[config.mk]
export PLATFORM = sky130hd
export DESIGN_NAME = hid_key_report_builder
export DESIGN_NICKNAME = d
export VERILOG_FILES = /design/src/rtl/core/hkrb_pkg.sv /design/src/rtl/core/hkrb_ctrl.sv /design/src/rtl/core/hkrb_dp.sv /design/src/rtl/core/hid_key_report_builder.sv
export SDC_FILE = /design/constraint.sdc
export NUM_CORES = 1
export LEC_CHECK = 0
export BUFFER_PORTS_ARGS = -buffer_cell sky130_fd_sc_hd__buf_2
export CAP_MARGIN = 25
export CORE_ASPECT_RATIO = 1.4
export CORE_MARGIN = 2
export CORE_UTILIZATION = 35
export CTS_BUF_LIST = sky130_fd_sc_hd__clkbuf_16
export CTS_CLUSTER_SIZE = 25
export DETAILED_ROUTE_END_ITERATION = 8
export MAX_ROUTING_LAYER = met4
export RECOVER_POWER = 50
export SETUP_SLACK_MARGIN = 0.5
export SLEW_MARGIN = 40
export SYNTH_ARGS = -nofsm -noshare
export SYNTH_HDL_FRONTEND = slang
export SYNTH_SLANG_ARGS = --single-unit
[constraint.sdc]
create_clock -name clk -period 3.5 [get_ports clk]
set_clock_uncertainty 0.05 [all_clocks]
set_input_delay 0.175 -clock clk [delete_from_list [all_inputs] [get_ports clk]]
set_output_delay 0.175 -clock clk [all_outputs]
set_load 0.05 [all_outputs]
[src/rtl/core/hkrb_pkg.sv]
// Shared types and constants for the HID key report builder.
`timescale 1ns / 1ps

package hkrb_pkg;

    localparam logic [2:0] CLS_KEY       = 3'd0;
    localparam logic [2:0] CLS_MOD       = 3'd1;
    localparam logic [2:0] CLS_MEDIA     = 3'd2;
    localparam logic [2:0] CLS_MOUSE     = 3'd3;
    localparam logic [2:0] CLS_MOMENTARY = 3'd4;
    localparam logic [2:0] CLS_TOGGLE    = 3'd5;
    localparam logic [2:0] CLS_MISC      = 3'd6;
    localparam logic [2:0] CLS_UNKNOWN   = 3'd7;

    localparam logic [7:0] MISC_BOOT     = 8'd0;
    localparam logic [7:0] MISC_BRIGHTER = 8'd1;
    localparam logic [7:0] MISC_DIMMER   = 8'd2;

    localparam logic [7:0] BR_STEP  = 8'h20;
    localparam logic [7:0] BR_UPPER = 8'hF0;
    localparam logic [7:0] BR_LOWER = 8'h10;

    localparam logic [7:0] KEY_EMPTY = 8'h00;

    typedef struct packed {
        logic [2:0] req_type;
        logic [7:0] key_code;
        logic       is_down;
    } request_t;

    typedef struct packed {
        logic       report_sent;
        logic [7:0] modifier_bits;
        logic [7:0] slot_zero;
        logic [7:0] slot_one;
        logic [7:0] slot_two;
        logic [7:0] slot_three;
        logic [7:0] slot_four;
        logic [7:0] slot_five;
        logic [7:0] active_layer;
        logic [7:0] led_level;
        logic       boot_request;
    } result_t;

    typedef enum logic [1:0] {
        ST_IDLE,
        ST_DECODE,
        ST_SCAN,
        ST_DONE
    } state_t;

    typedef struct packed {
        logic load;
        logic exec;
        logic scan_first;
        logic scan_next;
        logic take;
    } dp_cmd_t;

    typedef struct packed {
        logic is_key;
        logic hit;
        logic last;
    } dp_stat_t;

endpackage

[src/rtl/core/hkrb_ctrl.sv]
// Sequencer for the key report builder: decode, slot scan and result strobe.
`timescale 1ns / 1ps

module hkrb_ctrl
    import hkrb_pkg::*;
(
    input  logic     clk,
    input  logic     rst_n,
    input  logic     start,
    input  dp_stat_t stat,
    output dp_cmd_t  cmd,
    output logic     busy,
    output logic     done
);

    state_t state_reg;
    state_t state_next;

    always_ff @(posedge clk or negedge rst_n)
    begin
        if (!rst_n)
        begin
            state_reg <= ST_IDLE;
        end
        else
        begin
            state_reg <= state_next;
        end
    end

    always_comb
    begin
        state_next = state_reg;
        case (state_reg)
            ST_IDLE:
            begin
                if (start)
                begin
                    state_next = ST_DECODE;
                end
            end
            ST_DECODE:
            begin
                state_next = stat.is_key ? ST_SCAN : ST_DONE;
            end
            ST_SCAN:
            begin
                if (stat.hit || stat.last)
                begin
                    state_next = ST_DONE;
                end
            end
            ST_DONE:
            begin
                state_next = ST_IDLE;
            end
            default:
            begin
                state_next = ST_IDLE;
            end
        endcase
    end

    always_comb
    begin
        cmd  = '0;
        busy = 1'b1;
        done = 1'b0;
        case (state_reg)
            ST_IDLE:
            begin
                busy     = 1'b0;
                cmd.load = start;
            end
            ST_DECODE:
            begin
                cmd.scan_first = stat.is_key;
                cmd.exec       = !stat.is_key;
            end
            ST_SCAN:
            begin
                cmd.take      = stat.hit;
                cmd.scan_next = !stat.hit && !stat.last;
            end
            ST_DONE:
            begin
                done = 1'b1;
            end
            default:
            begin
                busy = 1'b1;
            end
        endcase
    end

endmodule

[src/rtl/core/hkrb_dp.sv]
// Report state, slot scan pointer and per-class update logic.
`timescale 1ns / 1ps

module hkrb_dp
    import hkrb_pkg::*;
#(
    parameter int SLOT_COUNT = 6
)
(
    input  logic     clk,
    input  logic     rst_n,
    input  request_t request,
    input  dp_cmd_t  cmd,
    output dp_stat_t stat,
    output result_t  result
);

    localparam int IDX_W = (SLOT_COUNT > 1) ? $clog2(SLOT_COUNT) : 1;
    localparam logic [IDX_W-1:0] IDX_LAST = IDX_W'(SLOT_COUNT - 1);

    request_t         req_reg;
    logic [7:0]       slot_reg [SLOT_COUNT];
    logic [7:0]       slot_next [SLOT_COUNT];
    logic [7:0]       mod_reg;
    logic [7:0]       mod_next;
    logic [7:0]       layer_reg;
    logic [7:0]       layer_next;
    logic [7:0]       led_reg;
    logic [7:0]       led_next;
    logic             sent_reg;
    logic             sent_next;
    logic             boot_reg;
    logic             boot_next;
    logic [IDX_W-1:0] idx_reg;
    logic [IDX_W-1:0] idx_next;
    logic [7:0]       scan_value;
    logic [7:0]       shown [6];

    // press looks for an empty slot, release for the matching code
    assign scan_value  = req_reg.is_down ? KEY_EMPTY : req_reg.key_code;
    assign stat.is_key = (req_reg.req_type == CLS_KEY);
    assign stat.hit    = (slot_reg[idx_reg] == scan_value);
    assign stat.last   = (idx_reg == IDX_LAST);

    always_comb
    begin
        slot_next  = slot_reg;
        mod_next   = mod_reg;
        layer_next = layer_reg;
        led_next   = led_reg;
        sent_next  = sent_reg;
        boot_next  = boot_reg;
        idx_next   = idx_reg;

        if (cmd.load)
        begin
            sent_next = 1'b0;
            boot_next = 1'b0;
        end

        if (cmd.scan_first)
        begin
            idx_next = '0;
        end

        if (cmd.scan_next)
        begin
            idx_next = idx_reg + 1'b1;
        end

        if (cmd.take)
        begin
            slot_next[idx_reg] = req_reg.is_down ? req_reg.key_code : KEY_EMPTY;
            sent_next          = 1'b1;
        end

        if (cmd.exec)
        begin
            case (req_reg.req_type)
                CLS_MOD:
                begin
                    mod_next  = req_reg.is_down ? (mod_reg | req_reg.key_code)
                                                : (mod_reg & ~req_reg.key_code);
                    sent_next = 1'b1;
                end
                CLS_MOMENTARY:
                begin
                    for (int i = 0; i < SLOT_COUNT; i++)
                    begin
                        slot_next[i] = KEY_EMPTY;
                    end
                    mod_next   = '0;
                    sent_next  = 1'b1;
                    layer_next = req_reg.is_down ? req_reg.key_code : 8'h00;
                end
                CLS_TOGGLE:
                begin
                    if (req_reg.is_down && (req_reg.key_code != layer_reg))
                    begin
                        for (int i = 0; i < SLOT_COUNT; i++)
                        begin
                            slot_next[i] = KEY_EMPTY;
                        end
                        mod_next   = '0;
                        sent_next  = 1'b1;
                        layer_next = req_reg.key_code;
                    end
                end
                CLS_MISC:
                begin
                    if (req_reg.is_down)
                    begin
                        case (req_reg.key_code)
                            MISC_BOOT:
                            begin
                                boot_next = 1'b1;
                            end
                            MISC_BRIGHTER:
                            begin
                                if (led_reg < BR_UPPER)
                                begin
                                    led_next = led_reg + BR_STEP;
                                end
                            end
                            MISC_DIMMER:
                            begin
                                if (led_reg > BR_LOWER)
                                begin
                                    led_next = led_reg - BR_STEP;
                                end
                            end
                            default:
                            begin
                                boot_next = boot_reg;
                            end
                        endcase
                    end
                end
                default:
                begin
                    sent_next = sent_reg;
                end
            endcase
        end
    end

    always_ff @(posedge clk)
    begin
        if (cmd.load)
        begin
            req_reg <= request;
        end
    end

    always_ff @(posedge clk or negedge rst_n)
    begin
        if (!rst_n)
        begin
            for (int i = 0; i < SLOT_COUNT; i++)
            begin
                slot_reg[i] <= KEY_EMPTY;
            end
            mod_reg   <= '0;
            layer_reg <= '0;
            led_reg   <= '0;
            sent_reg  <= 1'b0;
            boot_reg  <= 1'b0;
            idx_reg   <= '0;
        end
        else
        begin
            slot_reg  <= slot_next;
            mod_reg   <= mod_next;
            layer_reg <= layer_next;
            led_reg   <= led_next;
            sent_reg  <= sent_next;
            boot_reg  <= boot_next;
            idx_reg   <= idx_next;
        end
    end

    // slots past SLOT_COUNT show as empty
    for (genvar j = 0; j < 6; j++)
    begin : g_shown
        if (j < SLOT_COUNT)
        begin : g_live
            assign shown[j] = slot_reg[j];
        end
        else
        begin : g_pad
            assign shown[j] = KEY_EMPTY;
        end
    end

    assign result.report_sent   = sent_reg;
    assign result.modifier_bits = mod_reg;
    assign result.slot_zero     = shown[0];
    assign result.slot_one      = shown[1];
    assign result.slot_two      = shown[2];
    assign result.slot_three    = shown[3];
    assign result.slot_four     = shown[4];
    assign result.slot_five     = shown[5];
    assign result.active_layer  = layer_reg;
    assign result.led_level     = led_reg;
    assign result.boot_request  = boot_reg;

endmodule

[src/rtl/core/hid_key_report_builder.sv]
// Top level of the HID boot keyboard report builder.
`timescale 1ns / 1ps

// One key event is taken when start is high and busy is low. The result is
// shown for exactly one cycle with done high; the receiver cannot stall it,
// so it must capture the result in that cycle. Modifier, layer, misc and
// ignored events go from decode straight to done. Key events scan the report
// slots one per cycle and go to done on a match or at the last slot. Busy
// drops in the cycle after done.

module hid_key_report_builder
    import hkrb_pkg::*;
#(
    parameter int SLOT_COUNT = 6
)
(
    input  logic     clk,
    input  logic     rst_n,
    input  logic     start,
    output logic     busy,
    input  request_t request,
    output logic     done,
    output result_t  result
);

    dp_cmd_t  cmd;
    dp_stat_t stat;

    hkrb_ctrl u_ctrl (
        .clk   (clk),
        .rst_n (rst_n),
        .start (start),
        .stat  (stat),
        .cmd   (cmd),
        .busy  (busy),
        .done  (done)
    );

    hkrb_dp #(
        .SLOT_COUNT (SLOT_COUNT)
    ) u_dp (
        .clk     (clk),
        .rst_n   (rst_n),
        .request (request),
        .cmd     (cmd),
        .stat    (stat),
        .result  (result)
    );

    a_accept_busy: assert property (@(posedge clk) disable iff (!rst_n)
        start && !busy |=> busy)
        else $error("accepted request did not make the block busy");

    a_done_release: assert property (@(posedge clk) disable iff (!rst_n)
        done |=> !busy)
        else $error("block still busy after its result");

    a_busy_fall: assert property (@(posedge clk) disable iff (!rst_n)
        $fell(busy) |-> $past(done))
        else $error("busy dropped without a result");

endmodule

# After elaboration in Yosys (flattened, before gate mapping)
# Index checks and enable logic that the tools add are counted.
op_classes:
  bitwise_logic: 4
  eq_ne: 19
  reduce_logical: 20
  n_mux: 41
  addsub: 3
  n_lt_le_gt_ge: 4
op_table:
  columns: ["cell", "n"]
  rows:
  - ["48-bit 2-to-1 mux", 3]
  - ["48-bit one-hot mux with 2 select lines", 1]
  - ["8-bit 2-to-1 mux", 10]
  - ["48-bit bitwise mux", 1]
  - ["8-bit one-hot mux with 2 select lines", 2]
  - ["8-bit binary-select mux with 3-bit select", 1]
  - ["8-bit demux with 3-bit select", 1]
  - ["8-bit one-hot mux with 3 select lines", 1]
  - ["3-bit equality test (second input constant)", 4]
  - ["1-bit 2-to-1 mux", 12]
  - ["8-bit by 6-bit adder with 8-bit output (second input constant)", 1]
  - ["8-bit bitwise AND", 1]
  - ["8-bit by 1-bit equality test with 1-bit output (second input constant)", 1]
  - ["8-bit by 2-bit equality test with 1-bit output (second input constant)", 1]
  - ["8-bit equality test", 1]
  - ["8-bit by 5-bit > comparator with 1-bit output (second input constant)", 1]
  - ["8-bit zero test", 1]
  - ["8-bit < comparator (second input constant)", 1]
  - ["2-bit 2-to-1 mux", 4]
  - ["2-bit by 1-bit inequality test with 1-bit output (second input constant)", 4]
  - ["8-bit inequality test", 1]
  - ["8-bit NOT", 1]
  - ["8-bit bitwise OR", 1]
  - ["2-bit one-hot mux with 4 select lines", 1]
  - ["other kinds (25)", 35]
totals:
  out_inout_bits: 76
  input_bits: 15
  reg_bits: 91

# Logic depth before layout (Yosys ltp)
# Gate-level depths: netlist of the first run.
depth:
  ltp_word: 12
  ltp_mapped: 10
  depth_no_buf: 7

# Modules after synthesis
# Synthesis of the first run repeated with hierarchy kept, for this count alone.
hier_totals:
  hier_cells: 516
  area_unflattened_um2: 4581.9
by_module_without_submodules:
  columns: ["mod", "area_each_um2", "seq_area_each_um2", "n_inst", "cells_each"]
  rows:
  - ["hkrb_dp", 4362.9, 2162.1, 1, 494]
  - ["hkrb_ctrl", 219.0, 50.0, 1, 22]

# Worst setup path after synthesis of the first run
# OpenSTA, ideal clock, no wires.
synth_timing:
  path_kind: "register to register"
  start: "register u_dp.slot_reg (netlist bit u_dp.result[40])"
  end: "register u_ctrl.state_reg[1]"
  setup_ns: 0.125
  path_slack_ns: 0.712
  arrival_time_ns: 2.613
  n_path_buf: 0
  required_time_ns: 3.325
  period_less_slack_ns: 2.788
  path_stages_with_launch: 8
  cell_sequence: "dfrtp_1 mux2_1 a222oi_1 xnor2_1 nor4_4 a31oi_1 nor2_1 mux2_2"
synth_between:
  elab_chain_len: 7
synth_rtl:
  columns: ["element", "line_no", "rtl"]
  rows:
  - ["start, declared", "hkrb_dp.sv:22", "logic [7:0] slot_reg [SLOT_COUNT];"]
  - ["start signal, assigned", "hkrb_dp.sv:172", "slot_reg <= slot_next;"]
  - ["8-bit binary-select mux with 3-bit select", "hkrb_dp.sv:42", "assign stat.hit = (slot_reg[idx_reg] == scan_value);"]
  - ["8-bit 2-to-1 mux (not written as such) (2 in series)", "hkrb_dp.sv:42", null]
  - ["8-bit equality test", "hkrb_dp.sv:42", null]
  - ["1-bit logical OR", "hkrb_ctrl.sv:48", "if (stat.hit || stat.last)"]
  - ["2-bit by 1-bit inequality test with 1-bit output (no line)", null, null]
  - ["2-bit AND reduction (no line)", null, null]
  - ["end signal, assigned", "hkrb_ctrl.sv:27", "state_reg <= state_next;"]
  - ["end, declared", "hkrb_ctrl.sv:16", "state_t state_reg;"]
# No other way between the ends. The select of a mux whose other input is x is not followed.
# A chain may end at the register's enable or synchronous reset.

==> results of run 1 <==
[power by group through the flow]
stage	registers (mW)	clock network, mW	logic (mW)
2_1_floorplan	1.90	0	0.890
3_3_place_gp	1.50	0	1.69
3_5_place_dp	1.51	0	1.72
4_1_cts	1.48	0.945	1.82
5_1_grt	1.51	0.982	1.97
6_report	1.48	0.923	1.83
[metrics by stage]
| step | total power [mW] | util [%] | setup WS, ns | hold slack [ns] | instance area [um2] |
|---|---|---|---|---|---|
| 2_1_floorplan | 2.79 | - | 0.712 | -0.171 | 4620 |
| 3_3_place_gp | 3.19 | 40.3 | 0.358 | 0.0674 | 5170 |
| 3_5_place_dp | 3.22 | 40.3 | 0.185 | 0.0760 | 5170 |
| 4_1_cts | 4.24 | 44.0 | 0.506 | 0.167 | 5640 |
| 5_1_grt | 4.47 | 44.2 | 0.344 | 0.211 | 5660 |
| 6_report | 4.24 | 44.2 | 0.458 | 0.176 | 5660 |
[cell usage after synthesis, drive strengths merged]
master	count
o211ai	1
nor2b	13
a2bb2oi	1
conb	1
nand3	13
o31ai	1
or3	2
a22oi	2
nor3	4
mux4	1
ha	7
nand4b	2
xnor2	18
clkbuf	14
and2	8
a32oi	1
a21boi	1
nor4b	1
a21oi	2
buf	15
fa	1
a31oi	2
o2111ai	1
dfrtp	74
and3	3
mux2	23
a21o	1
o21ai	26
a222oi	6
edfxtp	12
nand4	6
o41ai	1
nor4	3
nand2	75
o311ai	1
mux2i	50
nor2	38
inv	11
[kinds of logic (layout without fill, tap and decap cells)]
family                     Yosys count  in the layout  share of synthesized area, %
adders and majority gates            8              8                          2.34
buffers and inverters               40            150                          4.41
xor gates and xnor gates            18             18                          3.43
muxes                               74             74                          17.1
AOI/OAI and AO/OA                   47             47                          6.55
and+or+nand+nor                    168            168                          18.0
other                                1              5                        0.0815
DFF                                 86             86                          48.1
[worst reg2reg max path: cells and delay by family, from the launching register on]
kind	cells	cell delay (ns)
AO/OA/AOI/OAI	1	0.47
multiplexers	2	0.57
flip-flops	1	0.51
XOR/XNOR	1	0.19
buffers and inverters	3	0.45
AND/OR/NAND/NOR	3	0.69
[routing by layer]
metal | track usage (%) | part of all wire, %
met5 | - | 0
met3 | 3.82 | 5.3
met1 | 22.4 | 40
met2 | 31.4 | 53
met4 | 7.25 | 1.5
[layout make-up]
| type | instances | area [um2] | area share, % |
|---|---|---|---|
| Clock inverter | 7 | 56.3 | 0.994 |
| Inverter | 11 | 41.3 | 0.729 |
| Multi-Input combinational cell | 320 | 2220 | 39.3 |
| Timing Repair Buffer | 123 | 709 | 12.5 |
| Sequential cell | 86 | 2220 | 39.1 |
| Tap cell | 153 | 191 | 3.38 |
| Clock buffer | 9 | 225 | 3.98 |
[how the worst max path moves through the flow]
stage	from	end	cells past startpoint
floorplan	u_dp.result[40]	u_ctrl.state_reg[1]	7
global placement	u_dp.idx_reg[0]	u_dp.result[31]	9
detailed placement	u_dp.idx_reg[0]	u_dp.result[32]	9
CTS	u_dp.idx_reg[0]	u_dp.result[32]	11
global route	u_dp.idx_reg[0]	u_dp.result[47]	10
finish	u_dp.idx_reg[0]	u_dp.result[43]	10
[what timing repair did]
action,CTS,global route
hold buffers,13,0
endpoints found under the hold margin,26,0
buffers inserted,5,9
endpoints found under the setup margin,44,42
pin swaps,2,10
gates resized for setup,4,5
==> results.tsv, run 1 <==
metric	value	unit
P_sw	1.89	mW
dpl hpwl	9.12	mm
Worst Hold End	u_dp.boot_reg	
Crit-path slowest cell	dfrtp_4	
R2R depth	10	
final period utilization	86.9	%
Pleak	2.65	nW
Crit path max-delay family	simple AND/OR/NAND/NOR gates	
all-layer global routing usage	18.9	%
crit start category	flip-flop	
Worst-path clk slew	0.06	ns
max incr delay on CP	0.51	ns
Setup Viol. Count Final	0	
Max VDD drop	466	uV
relative slew slack	-4.57	%
combinational power share	43.2	%
num ports	91	
R2R Path End	u_dp.result[43]	
Die Y	140	um
clk sinks	86	
Die Wd	101	um
RSZ-0062 raised after global routing	true	
type of the most critical hold path	input pin to flip-flop	
setup_tns	0	ns
fmax	329	MHz
clock network power share	21.8	%
switching share of power	44.7	%
Placer Congestion	0.866	
Worst Tran Pin Value	1.57	ns
maximum clock path buffer count	2	
Starting Density	35.9	%
initial antenna violation count	0	
Hold Path Origin	start	
htree depth	3	
layout cells sized above 1	15.8	%
Diodes inserted	0	
Int Pwr	2.35	mW
most frequent cells in the layout	nand2_1 (75), dfrtp_1 (72), clkbuf_1 (66)	
max reg flops	48	
final net count	574	
outcome	finished with violations	
largest net degree at the start of global routing	41	
DRC viols	0	
violated checks	capacitance limit, slew limit	
Synth area leaders	dfrtp_1 (40%), mux2i_1 (11%), edfxtp_1 (7.8%)	
WHS Path Cells	4	
grt ovf	0	
Area Overhead vs Synth	23.1	%
Die ar.	0.0141	mm2
flops & latches, synth	86	
CTS tree	done	
Port-buffer cells	85	
TritonCTS buffer count	9	
Reg-to-Reg Start	u_dp.idx_reg[0]	
Critical Path AT	3.21	ns
mapped cell area	0.00460	mm2
CORE AREA	0.0128	mm2
Post-DRT Antenna Nets	0	
initial drt markers	217	
Ys Warns	0	
CTS Root Cell	clkbuf_16	
most common cell after layout, fill and taps aside	nand2_1	
post-layout minimum cycle time	3.04	ns
Post-Syn Instances	442	
total number of vias	3698	
mean area per synthesized cell	10.4	um2
Worst EP required	3.67	ns
routed len/inst	17.7	um
Final Max Tran Viols	29	
Bufs and invs on worst path	3	
Most common cell on crit path	buf_4	
first-pass GRT wire length	19.9	mm
Total Wirelength	12.6	mm
worst-path cell chain	buf_12, mux2_4, a222oi_1, xnor2_2, nor4_4, buf_4, buf_4, nand4_2, mux2i_1, nor2_1	
FF-to-FF setup slack	0.46	ns
# fillers	1223	
Synth top area share	40.3	%
register area share after synthesis	48.1	%
row count	49	
area leader, netlist	dfrtp_1	
CP Max Fanout	8	
Netlist cell types	49	
vias in the first global route	3709	
# placed instances	666	
post-route insts no fill	709	
DR vias/cell	5.22	
Max-Cap Viols	1	
drt pass-1 iters	5	
worst skew pair latency	0.35	ns
Crit Path Category	flip-flop to flip-flop	
part of the power in registers	35.0	%
Final Hold Viols	0	
Pwr Density	748	mW/mm2
Worst Setup End Kind	flip-flop	
No activity file was read; power rests on OpenSTA's default activity.
==> inputs of run 2 (changes only) <==
Settings changed: CORE_UTILIZATION 35 to 40, SLEW_MARGIN 40 to default.
==> results.tsv, run 2 (synthesis results as in run 1) <==
metric	value	unit
maximum clock path buffer count	2	
most common cell after layout, fill and taps aside	nand2_1	
clk sinks	86	
max reg flops	48	
Crit Path Category	flip-flop to flip-flop	
R2R depth	9	
layout cells sized above 1	13.6	%
Core Util, Final	49.5	%
first-pass GRT wire length	19.1	mm
DR vias/cell	5.22	
clock network power share	22.1	%
DP Area	0.00514	mm2
Max VDD drop	381	uV
Place WS	0.337	ns
final period utilization	82.7	%
dpl hpwl	8.49	mm
CP Max Fanout	20	
RSZ-0062 raised after global routing	true	
relative slew slack	-32.7	%
post-layout minimum cycle time	2.89	ns
P_sw	1.87	mW
Crit. Startpoint	u_dp.idx_reg[0]	
vias in the first global route	3629	
grt ovf	0	
Hold Path Origin	start	
row count	46	
Die ar.	0.0124	mm2
WHS Path Cells	4	
Die Y	131	um
Worst-path clk slew	0.06	ns
Post-DRT Antenna Nets	0	
CORE AREA	0.0113	mm2
part of the power in registers	35.2	%
total number of vias	3631	
Pleak	2.59	nW
CTS tree	done	
setup_tns	0	ns
Min Hold Slack	0.185	ns
TritonCTS buffer count	9	
Port-buffer cells	85	
most frequent cells in the layout	nand2_1 (75), clkbuf_1 (72), dfrtp_1 (72)	
outcome	finished with violations	
Worst EP required	3.71	ns
Placer Congestion	0.863	
num ports	91	
Die Wd	94.6	um
Reg-to-Reg Start	u_dp.idx_reg[0]	
worst-path cell chain	buf_12, mux2_2, a222oi_1, xnor2_1, nor4_4, nand3_4, nor4b_4, buf_6, mux2i_1	
worst skew pair latency	0.35	ns
type of the most critical hold path	input pin to flip-flop	
Setup Viol. Count Final	0	
initial drt markers	183	
combinational power share	42.7	%
Crit-path slowest cell	dfrtp_2	
fmax	346	MHz
Starting Density	40.8	%
htree depth	3	
drt pass-1 iters	5	
all-layer global routing usage	21.0	%
Final Hold Viols	0	
post-layout instance area	0.00558	mm2
Pwr Density	750	mW/mm2
Worst Setup End Kind	flip-flop	
initial antenna violation count	0	
Final Max Tran Viols	35	
violated checks	capacitance limit, slew limit	
switching share of power	44.7	%
crit start category	flip-flop	
DRC viols	0	
# fillers	1100	
Diodes inserted	0	
worst setup margin	0.607	ns
final net count	570	
largest net degree at the start of global routing	42	
routed len/inst	17.2	um
Worst Tran Pin Value	1.99	ns
Area Overhead vs Synth	21.3	%
Total Wirelength	12.0	mm
CTS Root Cell	clkbuf_16	
Int Pwr	2.32	mW
max incr delay on CP	0.47	ns
Critical Path AT	3.10	ns
Max-Cap Viols	1	
## run 2: layout make-up
| class | count | area (um2) | area share [%] |
|---|---|---|---|
| sequential | 86 | 2220 | 39.7 |
| clock inverter | 7 | 56.3 | 1.01 |
| inverter | 11 | 41.3 | 0.740 |
| tap | 144 | 180 | 3.23 |
| multi-input combinational | 320 | 2220 | 39.7 |
| clock buffer | 9 | 225 | 4.04 |
| timing repair buffer | 119 | 643 | 11.5 |
## run 2: what timing repair did
action	in CTS	in global routing
pin swaps	0	7
hold buffers	13	0
gates resized for setup	4	7
setup buffers	0	10
endpoints found under the setup margin	42	42
endpoints found under the hold margin	45	0
## run 2: layer usage
metal  track usage [%]  part of all wire (%)  wire length [um]
met5                 -                     0                 0
met1              25.2                    42              5000
met2              35.2                    52              6170
met4              7.33                   2.2               264
met3              4.07                   4.4               529
## run 2: metrics by stage
stage / total power [mW] / std cells
finish: 4.19 / 696
global route: 4.43 / 696
CTS: 4.16 / 686
detailed placement: 3.20 / 657
global placement: 3.17 / 657
floorplan: 2.79 / 446
## run 2: worst max-delay path: cells and delay by family, from the launching register on
kind	cells	cell delay, ns
compound gates	1	0.27
xor+xnor	1	0.20
buf+inv	2	0.40
flops	1	0.47
mux	2	0.55
simple gates	3	0.87
## run 2: power groups by stage
stage               clock [mW]  combinational (mW)  sequential (mW)
floorplan                    0               0.890             1.90
global placement             0                1.69             1.49
detailed placement           0                1.71             1.49
CTS                      0.946                1.73             1.48
global route             0.989                1.93             1.51
finish                   0.925                1.79             1.47
## run 2: final timing paths
path                       slack (ns)                  end
min in group asynchronous        0.88    u_dp.layer_reg[7]
setup / recovery                 0.61      u_dp.result[29]
max in group asynchronous        1.07      u_dp.result[31]
hold reg to reg                  0.47      u_dp.mod_reg[2]
hold / removal                   0.19  u_ctrl.state_reg[0]
setup reg to reg                 0.61      u_dp.result[29]
==> inputs of run 3 (changes only) <==
Clock period 3.5 ns to 2.5 ns, I/O delays scaled along.
==> results.tsv, run 3 (synthesis results as in run 1) <==
metric	value	unit
maximum clock path buffer count	2	
post-route insts no fill	763	
Worst EP required	2.71	ns
Port-buffer cells	85	
grt met2 use	38.6	%
relative slew slack	35.2	%
R2R Path End	u_ctrl.state_reg[0]	
row count	46	
largest net degree at the start of global routing	39	
# placed instances	719	
FF-to-FF setup slack	-0.33	ns
CORE AREA	0.0113	mm2
clk sinks	86	
most common cell after layout, fill and taps aside	buf_2	
Total Wirelength	12.8	mm
Setup Viol. Count Final	54	
CTS tree	done	
met3 GRT Util	2.64	%
Reg-to-Reg Start	u_dp.idx_reg[0]	
Pleak	3.19	nW
violated checks	setup timing	
initial drt markers	165	
crit start category	flip-flop	
outcome	finished with violations	
Post-DRT Antenna Nets	0	
drt pass-1 iters	5	
Pwr Density	990	mW/mm2
Max VDD drop	766	uV
routed len/inst	16.8	um
max reg flops	48	
Starting Density	40.8	%
type of the most critical hold path	input pin to asynchronous set/reset pin	
Area Overhead vs Synth	38.4	%
grt ovf	0	
R2R depth	11	
first-pass GRT wire length	20.1	mm
met1 GRT Util	25.1	%
post-layout minimum cycle time	2.83	ns
CP Max Fanout	6	
num ports	91	
Worst-path clk slew	0.06	ns
Diodes inserted	0	
Crit Path Category	flip-flop to flip-flop	
Min Hold Slack	0.0812	ns
Worst Setup End Kind	flip-flop	
RSZ-0062 raised after global routing	true	
layout cells sized above 1	38.3	%
CP Capture Point	u_ctrl.state_reg[0]	
initial antenna violation count	0	
Die Y	131	um
fmax	354	MHz
total number of vias	3917	
dpl hpwl	9.23	mm
CTS Root Cell	clkbuf_16	
Die Wd	94.6	um
Max-Cap Viols	0	
# fillers	994	
htree depth	3	
Power, Total	6.30	mW
DR vias/cell	5.13	
worst skew pair latency	0.34	ns
worst setup margin	-0.326	ns
Critical Path AT	3.04	ns
Final Hold Viols	0	
all-layer global routing usage	22.0	%
Worst Tran Pin Value	0.973	ns
vias in the first global route	3993	
GR peak layer	met2	
Die ar.	0.0124	mm2
final net count	637	
final period utilization	113	%
DRC viols	0	
Placer Congestion	0.831	
Final Max Tran Viols	0	
Crit. Startpoint	u_dp.idx_reg[0]	
most frequent cells in the layout	buf_2 (76), nand2_1 (74), buf_4 (70)	
TritonCTS buffer count	9	
[run 3: layout make-up]
type	instances	area [um2]	share of cell area, %
Multi-Input combinational cell	320	2370	37.2
Sequential cell	86	2230	35.0
Timing Repair Buffer	186	1290	20.2
Clock buffer	9	225	3.54
Tap cell	144	180	2.83
Inverter	11	43.8	0.688
Clock inverter	7	32.5	0.511
[run 3: report_power, final]
part / switching, mW / total [mW] / internal, mW
Sequential: 0.283 / 2.01 / 1.73
Clock: 0.541 / 1.20 / 0.655
Combinational: 1.94 / 3.09 / 1.15
Total: 2.76 / 6.30 / 3.54
[run 3: worst min-delay path by stage]
stage,start,endpoint,slack (ns)
2_1_floorplan,rst_n,u_ctrl.state_reg[0],-0.22
3_3_place_gp,rst_n,u_dp.layer_reg[2],-0.11
3_5_place_dp,rst_n,u_dp.layer_reg[2],-0.12
4_1_cts,rst_n,u_dp.layer_reg[1],0.06
5_1_grt,rst_n,u_dp.layer_reg[1],0.11
6_report,rst_n,u_dp.layer_reg[1],0.08
[run 3: worst max-delay path, stage by stage, from the launching register on]
cell	delay [ns]
dfrtp_2	0.46
buf_6	0.16
mux2_4	0.29
a222oi_1	0.35
xnor2_1	0.20
nor4_4	0.30
buf_4	0.18
buf_4	0.11
a31oi_2	0.11
buf_4	0.20
nor3_2	0.16
a2bb2oi_1	0.17
[run 3: routing by layer]
| layer | vias up | routed length (um) |
|---|---|---|
| met5 | - | 0 |
| met4 | 0 | 337 |
| met3 | 24 | 537 |
| met2 | 121 | 6640 |
| met1 | 1906 | 5270 |
| li1 | 1866 | - |
[run 3: metrics by stage]
step / util [%] / setup TNS, ns / cell area (um2) / setup slack, ns
2_1_floorplan: - / -2.99 / 4660 / -0.169
3_3_place_gp: 50.3 / -13.19 / 5670 / -0.316
3_5_place_dp: 50.3 / -17.51 / 5670 / -0.443
4_1_cts: 55.2 / -11.76 / 6230 / -0.322
5_1_grt: 56.4 / -22.87 / 6370 / -0.488
6_report: 56.4 / -13.97 / 6370 / -0.326
[run 3: timing repair]
item                                    in CTS  in global routing
endpoints found under the setup margin      73                 69
pin swaps                                    7                  6
endpoints found under the hold margin       86                  0
resized for setup                           25                 26
hold buffers                                13                  0
buffers inserted                             9                  6
gates cloned                                 0                  0
